**config.mk**
```make
export PLATFORM = sky130hd
export DESIGN_NAME = scaled_tick_timer_core
export DESIGN_NICKNAME = d
export VERILOG_FILES = /design/src/rtl/stt_pkg.sv /design/src/rtl/stt_front.sv /design/src/rtl/stt_accum.sv /design/src/rtl/stt_report.sv /design/src/rtl/scaled_tick_timer_core.sv
export SDC_FILE = /design/constraint.sdc
export NUM_CORES = 2
export LEC_CHECK = 0
export ABC_AREA = 1
export BUFFER_PORTS_ARGS = -buffer_cell sky130_fd_sc_hd__buf_4
export CAP_MARGIN = 25
export CELL_PAD_IN_SITES_DETAIL_PLACEMENT = 1
export CELL_PAD_IN_SITES_GLOBAL_PLACEMENT = 1
export CORE_MARGIN = 4
export CORE_UTILIZATION = 40
export CTS_CLUSTER_SIZE = 25
export DETAILED_ROUTE_END_ITERATION = 12
export HOLD_SLACK_MARGIN = 0.02
export MAX_ROUTING_LAYER = met4
export PLACE_DENSITY = 0.8
export SYNTH_ARGS = -nofsm -noshare
export SYNTH_HDL_FRONTEND = slang
export SYNTH_SLANG_ARGS = --single-unit
```
**constraint.sdc**
```tcl
create_clock -name clk -period 5.6 [get_ports clk]
set_input_delay 1.68 -clock clk [delete_from_list [all_inputs] [get_ports clk]]
set_output_delay 1.68 -clock clk [all_outputs]
set_load 0.05 [all_outputs]
```
**src/rtl/stt_pkg.sv**
```systemverilog
// ----------------------------------------------------------------------------
// stt_pkg
// Shared constants, opcodes and inter-stage words for the scaled tick timer.
// ----------------------------------------------------------------------------
package stt_pkg;

    localparam int unsigned FRAC_BITS   = 16;
    localparam int unsigned MS_W        = 16;
    localparam int unsigned SCALE_W     = 32;
    localparam int unsigned PROD_W      = MS_W + SCALE_W;
    localparam int unsigned ACC_W       = 64;
    localparam int unsigned WHOLE_W     = 32;
    localparam int unsigned TICK_W      = 32;
    localparam int unsigned PROG_W      = 10;
    localparam int unsigned RSUM_W      = 12;

    localparam logic [SCALE_W-1:0] SCALE_RESET = SCALE_W'(65536);

    // ms per tick and the reciprocal used for exact division of 32-bit values
    localparam int unsigned MS_PER_TICK = 1000;
    localparam int unsigned MAGIC_W     = 29;
    localparam logic [MAGIC_W-1:0] DIV_MAGIC = 29'h10624DD3;
    localparam int unsigned DIV_SHIFT   = 38;
    localparam int unsigned QM_W        = WHOLE_W + MAGIC_W;

    // a wrap of the 32-bit whole-ms field moves the residue by -2^32 mod 1000
    localparam int unsigned WRAP_ADJ =
        MS_PER_TICK - int'((64'd1 << WHOLE_W) % MS_PER_TICK);

    typedef enum logic [2:0] {
        OP_ELAPSE      = 3'd0,
        OP_START       = 3'd1,
        OP_PAUSE       = 3'd2,
        OP_TOGGLE      = 3'd3,
        OP_RESET       = 3'd4,
        OP_RESET_TICKS = 3'd5
    } opcode_t;

    // word handed from the front pipeline to the accumulator
    typedef struct packed {
        opcode_t             op;
        logic [PROD_W-1:0]   prod;
        logic [PROG_W-1:0]   dm;
    } stt_item_t;

    // word handed from the accumulator to the report stage
    typedef struct packed {
        logic [WHOLE_W-1:0]  whole_ms;
        logic [PROG_W-1:0]   rem;
        logic                run;
    } stt_tally_t;

endpackage

```
**src/rtl/stt_front.sv**
```systemverilog
// ----------------------------------------------------------------------------
// stt_front
// Input register, scale multiply, and residue of the whole-ms delta mod 1000.
// ----------------------------------------------------------------------------
module stt_front
    import stt_pkg::*;
(
    input  logic                clk,
    input  logic                rst_n,
    input  logic [SCALE_W-1:0]  scale,
    input  logic                in_valid,
    output logic                in_ready,
    input  logic [2:0]          opcode,
    input  logic [MS_W-1:0]     elapsed_ms,
    output logic                item_valid,
    input  logic                item_ready,
    output stt_item_t           item
);

    function automatic logic [WHOLE_W-1:0] prod_whole(input logic [PROD_W-1:0] p);
        logic [ACC_W-1:0] pe;
        pe = {{(ACC_W-PROD_W){1'b0}}, p};
        return pe[FRAC_BITS +: WHOLE_W];
    endfunction

    logic                a_v_reg, b_v_reg, c_v_reg, d_v_reg;
    logic                a_ready, b_ready, c_ready, d_ready;

    opcode_t             a_op_reg, b_op_reg, c_op_reg, d_op_reg;
    logic [MS_W-1:0]     a_ms_reg;
    logic [PROD_W-1:0]   b_prod_reg, c_prod_reg, d_prod_reg;
    logic [QM_W-1:0]     c_qm_reg;
    logic [PROG_W-1:0]   d_dm_reg;

    logic [PROD_W-1:0]   b_prod_next;
    logic [QM_W-1:0]     c_qm_next;
    logic [PROG_W-1:0]   d_dm_next;
    logic [WHOLE_W-1:0]  c_whole, quot_times;

    // a stage takes a word when it is empty or its word moves on
    assign d_ready  = !d_v_reg || item_ready;
    assign c_ready  = !c_v_reg || d_ready;
    assign b_ready  = !b_v_reg || c_ready;
    assign a_ready  = !a_v_reg || b_ready;
    assign in_ready = a_ready;

    assign b_prod_next = PROD_W'(a_ms_reg) * PROD_W'(scale);
    assign c_qm_next   = QM_W'(prod_whole(b_prod_reg)) * QM_W'(DIV_MAGIC);
    assign c_whole     = prod_whole(c_prod_reg);
    assign quot_times  = WHOLE_W'(c_qm_reg[QM_W-1:DIV_SHIFT]) * WHOLE_W'(MS_PER_TICK);
    assign d_dm_next   = PROG_W'(c_whole - quot_times);

    always_ff @(posedge clk or negedge rst_n)
    begin
        if (!rst_n)
        begin
            a_v_reg <= 1'b0;
            b_v_reg <= 1'b0;
            c_v_reg <= 1'b0;
            d_v_reg <= 1'b0;
        end
        else
        begin
            if (a_ready) a_v_reg <= in_valid;
            if (b_ready) b_v_reg <= a_v_reg;
            if (c_ready) c_v_reg <= b_v_reg;
            if (d_ready) d_v_reg <= c_v_reg;
        end
    end

    always_ff @(posedge clk)
    begin
        if (in_valid && a_ready)
        begin
            a_op_reg <= opcode_t'(opcode);
            a_ms_reg <= elapsed_ms;
        end
        if (a_v_reg && b_ready)
        begin
            b_op_reg   <= a_op_reg;
            b_prod_reg <= b_prod_next;
        end
        if (b_v_reg && c_ready)
        begin
            c_op_reg   <= b_op_reg;
            c_prod_reg <= b_prod_reg;
            c_qm_reg   <= c_qm_next;
        end
        if (c_v_reg && d_ready)
        begin
            d_op_reg   <= c_op_reg;
            d_prod_reg <= c_prod_reg;
            d_dm_reg   <= d_dm_next;
        end
    end

    assign item_valid = d_v_reg;
    assign item.op    = d_op_reg;
    assign item.prod  = d_prod_reg;
    assign item.dm    = d_dm_reg;

endmodule

```
**src/rtl/stt_accum.sv**
```systemverilog
// ----------------------------------------------------------------------------
// stt_accum
// Fixed-point accumulator, running flag and whole-ms residue mod 1000.
// ----------------------------------------------------------------------------
module stt_accum
    import stt_pkg::*;
(
    input  logic        clk,
    input  logic        rst_n,
    input  logic        item_valid,
    output logic        item_ready,
    input  stt_item_t   item,
    output logic        tally_valid,
    input  logic        tally_ready,
    output stt_tally_t  tally
);

    logic [ACC_W-1:0]   acc_reg, acc_next;
    logic [PROG_W-1:0]  rem_reg, rem_next;
    logic               run_reg, run_next;

    logic               e_v_reg;
    stt_tally_t         e_reg;
    logic               take;

    logic [ACC_W-1:0]   add, sum;
    logic [WHOLE_W-1:0] m_old, m_add, d_whole;
    logic [WHOLE_W:0]   t;
    logic               carry, wrap;
    logic [RSUM_W-1:0]  rsum;
    logic [PROG_W-1:0]  dm, rmod;

    assign item_ready = !e_v_reg || tally_ready;
    assign take       = item_valid && item_ready;

    always_comb
    begin
        add     = run_reg ? {{(ACC_W-PROD_W){1'b0}}, item.prod} : '0;
        sum     = acc_reg + add;
        m_old   = acc_reg[FRAC_BITS +: WHOLE_W];
        m_add   = sum[FRAC_BITS +: WHOLE_W];
        d_whole = add[FRAC_BITS +: WHOLE_W];
        t       = {1'b0, m_old} + {1'b0, d_whole};
        // carry in from the fraction bits, and wrap of the whole-ms field
        carry   = (m_add != t[WHOLE_W-1:0]);
        wrap    = t[WHOLE_W] | (carry & (&t[WHOLE_W-1:0]));
        dm      = run_reg ? item.dm : '0;
        rsum    = RSUM_W'(rem_reg) + RSUM_W'(dm) + RSUM_W'(carry)
                + (wrap ? RSUM_W'(WRAP_ADJ) : '0);
        if (rsum >= RSUM_W'(2 * MS_PER_TICK))
            rmod = PROG_W'(rsum - RSUM_W'(2 * MS_PER_TICK));
        else if (rsum >= RSUM_W'(MS_PER_TICK))
            rmod = PROG_W'(rsum - RSUM_W'(MS_PER_TICK));
        else
            rmod = PROG_W'(rsum);

        acc_next = sum;
        rem_next = rmod;
        run_next = run_reg;
        unique case (item.op)
            OP_START:       run_next = 1'b1;
            OP_PAUSE:       run_next = 1'b0;
            OP_TOGGLE:      run_next = !run_reg;
            OP_RESET:
            begin
                acc_next = '0;
                rem_next = '0;
            end
            // keep only the part within the current tick
            OP_RESET_TICKS: acc_next[FRAC_BITS +: WHOLE_W] = WHOLE_W'(rmod);
            default:        run_next = run_reg;
        endcase
    end

    always_ff @(posedge clk or negedge rst_n)
    begin
        if (!rst_n)
        begin
            acc_reg <= '0;
            rem_reg <= '0;
            run_reg <= 1'b0;
            e_v_reg <= 1'b0;
        end
        else
        begin
            if (take)
            begin
                acc_reg <= acc_next;
                rem_reg <= rem_next;
                run_reg <= run_next;
            end
            if (item_ready) e_v_reg <= item_valid;
        end
    end

    always_ff @(posedge clk)
    begin
        if (take)
        begin
            e_reg.whole_ms <= acc_next[FRAC_BITS +: WHOLE_W];
            e_reg.rem      <= rem_next;
            e_reg.run      <= run_next;
        end
    end

    assign tally_valid = e_v_reg;
    assign tally       = e_reg;

`ifndef SYNTHESIS
    a_rem_tracks_acc: assert property (@(posedge clk) disable iff (!rst_n)
        rem_reg == PROG_W'(acc_reg[FRAC_BITS +: WHOLE_W] % MS_PER_TICK))
        else $error("residue out of step with accumulator");

    a_reset_ticks_clears: assert property (@(posedge clk) disable iff (!rst_n)
        (take && item.op == OP_RESET_TICKS) |=> e_reg.whole_ms == WHOLE_W'(e_reg.rem))
        else $error("reset_ticks left whole ticks behind");

    a_state_holds: assert property (@(posedge clk) disable iff (!rst_n)
        !take |=> ($stable(acc_reg) && $stable(run_reg)))
        else $error("state changed without a word");
`endif

endmodule

```
**src/rtl/stt_report.sv**
```systemverilog
// ----------------------------------------------------------------------------
// stt_report
// Tick quotient by reciprocal multiply, held in the result register.
// ----------------------------------------------------------------------------
module stt_report
    import stt_pkg::*;
(
    input  logic                clk,
    input  logic                rst_n,
    input  logic                tally_valid,
    output logic                tally_ready,
    input  stt_tally_t          tally,
    output logic                out_valid,
    input  logic                out_ready,
    output logic [TICK_W-1:0]   tick_count,
    output logic [PROG_W-1:0]   progress_ms,
    output logic                due,
    output logic                running
);

    logic               v_reg;
    logic [QM_W-1:0]    qm_reg;
    logic [PROG_W-1:0]  rem_reg;
    logic               run_reg, due_reg;
    logic [QM_W-1:0]    qm_next;

    assign tally_ready = !v_reg || out_ready;
    assign qm_next     = QM_W'(tally.whole_ms) * QM_W'(DIV_MAGIC);

    always_ff @(posedge clk or negedge rst_n)
    begin
        if (!rst_n)
            v_reg <= 1'b0;
        else if (tally_ready)
            v_reg <= tally_valid;
    end

    always_ff @(posedge clk)
    begin
        if (tally_valid && tally_ready)
        begin
            qm_reg  <= qm_next;
            rem_reg <= tally.rem;
            run_reg <= tally.run;
            due_reg <= (tally.whole_ms >= WHOLE_W'(MS_PER_TICK));
        end
    end

    assign out_valid   = v_reg;
    assign tick_count  = TICK_W'(qm_reg[QM_W-1:DIV_SHIFT]);
    assign progress_ms = rem_reg;
    assign due         = due_reg;
    assign running     = run_reg;

`ifndef SYNTHESIS
    a_due_matches_ticks: assert property (@(posedge clk) disable iff (!rst_n)
        v_reg |-> (due == (tick_count != '0)))
        else $error("due flag disagrees with tick count");
`endif

endmodule

```
**src/rtl/scaled_tick_timer_core.sv**
```systemverilog
// ----------------------------------------------------------------------------
// scaled_tick_timer_core
// A word passes front stages a-d, the accumulator and the result register.
// Throughput: one word per cycle unless out_ready stalls; the accumulator
// update is a registered loop and the multiplies sit in their own stages.
// Reset: accumulator zero, timer stopped, tick rate 65536, pipeline empty.
// ----------------------------------------------------------------------------
module scaled_tick_timer_core
    import stt_pkg::*;
(
    input  logic                clk,
    input  logic                rst_n,
    input  logic                cfg_valid,
    output logic                cfg_ready,
    input  logic [SCALE_W-1:0]  tick_rate,
    input  logic                in_valid,
    output logic                in_ready,
    input  logic [2:0]          opcode,
    input  logic [MS_W-1:0]     elapsed_ms,
    output logic                out_valid,
    input  logic                out_ready,
    output logic [TICK_W-1:0]   tick_count,
    output logic [PROG_W-1:0]   progress_ms,
    output logic                due,
    output logic                running
);

    logic [SCALE_W-1:0] scale_reg;
    logic               item_valid, item_ready;
    stt_item_t          item;
    logic               tally_valid, tally_ready;
    stt_tally_t         tally;

    assign cfg_ready = 1'b1;

    always_ff @(posedge clk or negedge rst_n)
    begin
        if (!rst_n)
            scale_reg <= SCALE_RESET;
        else if (cfg_valid)
            scale_reg <= tick_rate;
    end

    stt_front u_front (
        .clk        (clk),
        .rst_n      (rst_n),
        .scale      (scale_reg),
        .in_valid   (in_valid),
        .in_ready   (in_ready),
        .opcode     (opcode),
        .elapsed_ms (elapsed_ms),
        .item_valid (item_valid),
        .item_ready (item_ready),
        .item       (item)
    );

    stt_accum u_accum (
        .clk         (clk),
        .rst_n       (rst_n),
        .item_valid  (item_valid),
        .item_ready  (item_ready),
        .item        (item),
        .tally_valid (tally_valid),
        .tally_ready (tally_ready),
        .tally       (tally)
    );

    stt_report u_report (
        .clk         (clk),
        .rst_n       (rst_n),
        .tally_valid (tally_valid),
        .tally_ready (tally_ready),
        .tally       (tally),
        .out_valid   (out_valid),
        .out_ready   (out_ready),
        .tick_count  (tick_count),
        .progress_ms (progress_ms),
        .due         (due),
        .running     (running)
    );

endmodule

```
==> flow_summary.ini <==
[run_status]
status = finished, violations left
violations = setup timing

[sta]
drv_slew = 0
hold_viol_final = 0
setup_ws_ns = -2.34
worst_slew_pin_slew_ns = 1.00
finalSetupViolCount = 96
period_minus_slack_ns = 7.94
min_period_over_period = 1.42
finalClockSkew_ns = 0.0880
max_freq_mhz = 126
rsz0062_at_grt = yes
slew-limit-headroom = 0.330
hold_ws_ns = 0.416

[routing]
drcViolationCount = 0
dr.pass1.iters = 8
wl_mm = 325
via_per_inst = 5.94
postRouteAntennaNets = 0
routedWlPerCell_microns = 32.1
vias = 60100
drt_iter0_drc = 5675

[worst_setup_path]
required_ns = 6.01
r2r_cells = 26
cp_common_cell = fa_1
path_max_fanout = 8
critPathKind = reg2reg
path_buf_inv = 9
critical-path-max-stage-delay_ns = 1.05
startpoint_type = flip-flop
cp_num_cells = 26
arrival_ns = 8.35
crit_path_top_delay_cell = fa_1
cp_top_family = adder cells
critPathCaptureType = flip-flop

[synthesis]
yosys.area_share.simple = 0.112
ys_seq_area_frac = 0.169
synthMuxAreaShare = 0.00587
synth-xor-area-share = 0.0205
yosys.area.top_type = fa_1
synth-compound-area-share = 0.0597
synthCells = 6780
synth_top_area_share = 0.326
synth_area_sq_mm = 0.0614
synth_edf_count = 264
synthFlopType = edfxtp_1
synth_area_leaders = fa_1 (33%), ha_1 (19%), edfxtp_1 (13%)
synth-seq-cells = 361
yosysWarnings = 0
yosys.area_share.adder = 0.511
yosysUniqueCellTypes = 57
syn_area_per_cell_sq_um = 9.06
synth_top_family_by_area = adder cells
async_flop_share = 0.269

[floorplanning]
die_w_microns = 400
coreArea_sq_mm = 0.152
io_pins = 103
die_y_microns = 400
fp-row-count = 143
start_util = 0.403
dieArea_sq_mm = 0.160

[placement]
routabilityCongestion = 0.987
portBuffers = 92
dpl_cell_area_sq_mm = 0.0723
dp_hpwl_mm = 183

[final_layout]
drive_above_1_share = 0.327
fin_nets = 10000
final_common_cell = inv_1
area_growth_pct = 34.9
fillers = 16800
stdcell_area_sq_mm = 0.0829
layout_common_cells = inv_1 (1655), buf_4 (1125), nand2_1 (1001)

[worst_hold_path]
hold_path.class = reg2reg
holdPathStages = 0

[clock_tree]
h-tree-depth = 2
cts_tree = done
clock-sinks = 361
root_buffer = clkbuf_16
clk_path_buf_depth = 3
numCtsBuffers = 45
cts.clk_slew.worst_paths_ns = 0.07
clk_latency_ns = 0.69

[run]
cap_violations = 0

[grt]
grt_max_degree = 55
grt_pass1_vias = 64900
grt_pass1_wl_mm = 389
antenna_found_initial = 15
globalRouteOverflowTotal = 0
grt_util_all_layers = 0.332
-- cell families (layout without fill, tap and decap cells) --
group | count (synthesis) | after routing
compound gates | 662 | 662
xor+xnor | 144 | 144
fa+ha+maj | 1909 | 1909
buf+inv | 1988 | 3276
flops | 361 | 361
mux | 32 | 32
other cells | 2 | 28
simple gates | 1682 | 1682
-- final cells by class --
cell class	count	area [sq um]	area share
diodes	18	45.0	0.000544
clock buffers	60	1270	0.0154
clock inverters	24	233	0.00281
inverters	1827	6890	0.0831
multi-input cells	4439	49800	0.601
flip-flops and latches	361	10400	0.125
well taps	2030	2540	0.0307
repair buffers	1365	11700	0.142
-- worst paths after layout --
kind                                startpoint                      end  slack, ns
max                        u_front.a_ms_reg[1]   u_front.b_prod_reg[42]      -2.34
min                           u_accum.tally[7]  u_report.progress_ms[6]       0.42
max reg2reg                u_front.a_ms_reg[1]   u_front.b_prod_reg[42]      -2.34
min reg2reg                   u_accum.tally[7]  u_report.progress_ms[6]       0.42
max in group asynchronous                rst_n       u_accum.rem_reg[7]       3.60
min in group asynchronous                rst_n      u_accum.acc_reg[15]       1.06
-- metal layers --
layer  up-vias  global-route usage  wire [microns]
met1     29400               0.336          100000
li1      23200                   -               -
met4         0               0.251           43100
met3      2794              0.0512           33100
met2      4726               0.578          149000
met5         -                   -               0
-- cells in the mapped netlist, drive strengths merged, types with 5 or more instances --
| cell | instances |
|---|---|
| xnor2 | 47 |
| nand3 | 107 |
| mux2 | 32 |
| inv | 1827 |
| o21ai | 226 |
| xor2 | 97 |
| o211ai | 8 |
| a21boi | 14 |
| ha | 910 |
| nor4 | 15 |
| buf | 21 |
| nand2 | 1196 |
| a31oi | 41 |
| edfxtp | 264 |
| a21oi | 284 |
| or2 | 7 |
| a21o | 15 |
| nor2 | 297 |
| dfrtp | 96 |
| o31ai | 13 |
| clkbuf | 140 |
| nand4 | 19 |
| a211oi | 5 |
| o21a | 24 |
| nor3 | 29 |
| fa | 999 |
| o21bai | 11 |
-- metrics by stage --
step                TNS (ns)  utilization  worst slack, ns  cells
detailed placement    -54.41        0.475            -1.18   9728
floorplan              -5.82            -           -0.466   6788
global placement      -40.78        0.475            -1.16   9727
global route         -112.92        0.544            -2.26  10100
CTS                   -27.91        0.518           -0.830   9990
finish               -108.99        0.544            -2.34  10100
-- timing repair --
item	4_1_cts	5_1_grt
gates resized for setup	835	728
gates cloned	2	2
hold buffers	0	0
buffers inserted	193	130
endpoints found under the setup margin	91	96
pin swaps	458	441
Power is not shown: default switching activity piles up to over one toggle a cycle in this logic, so the estimate is an artifact.
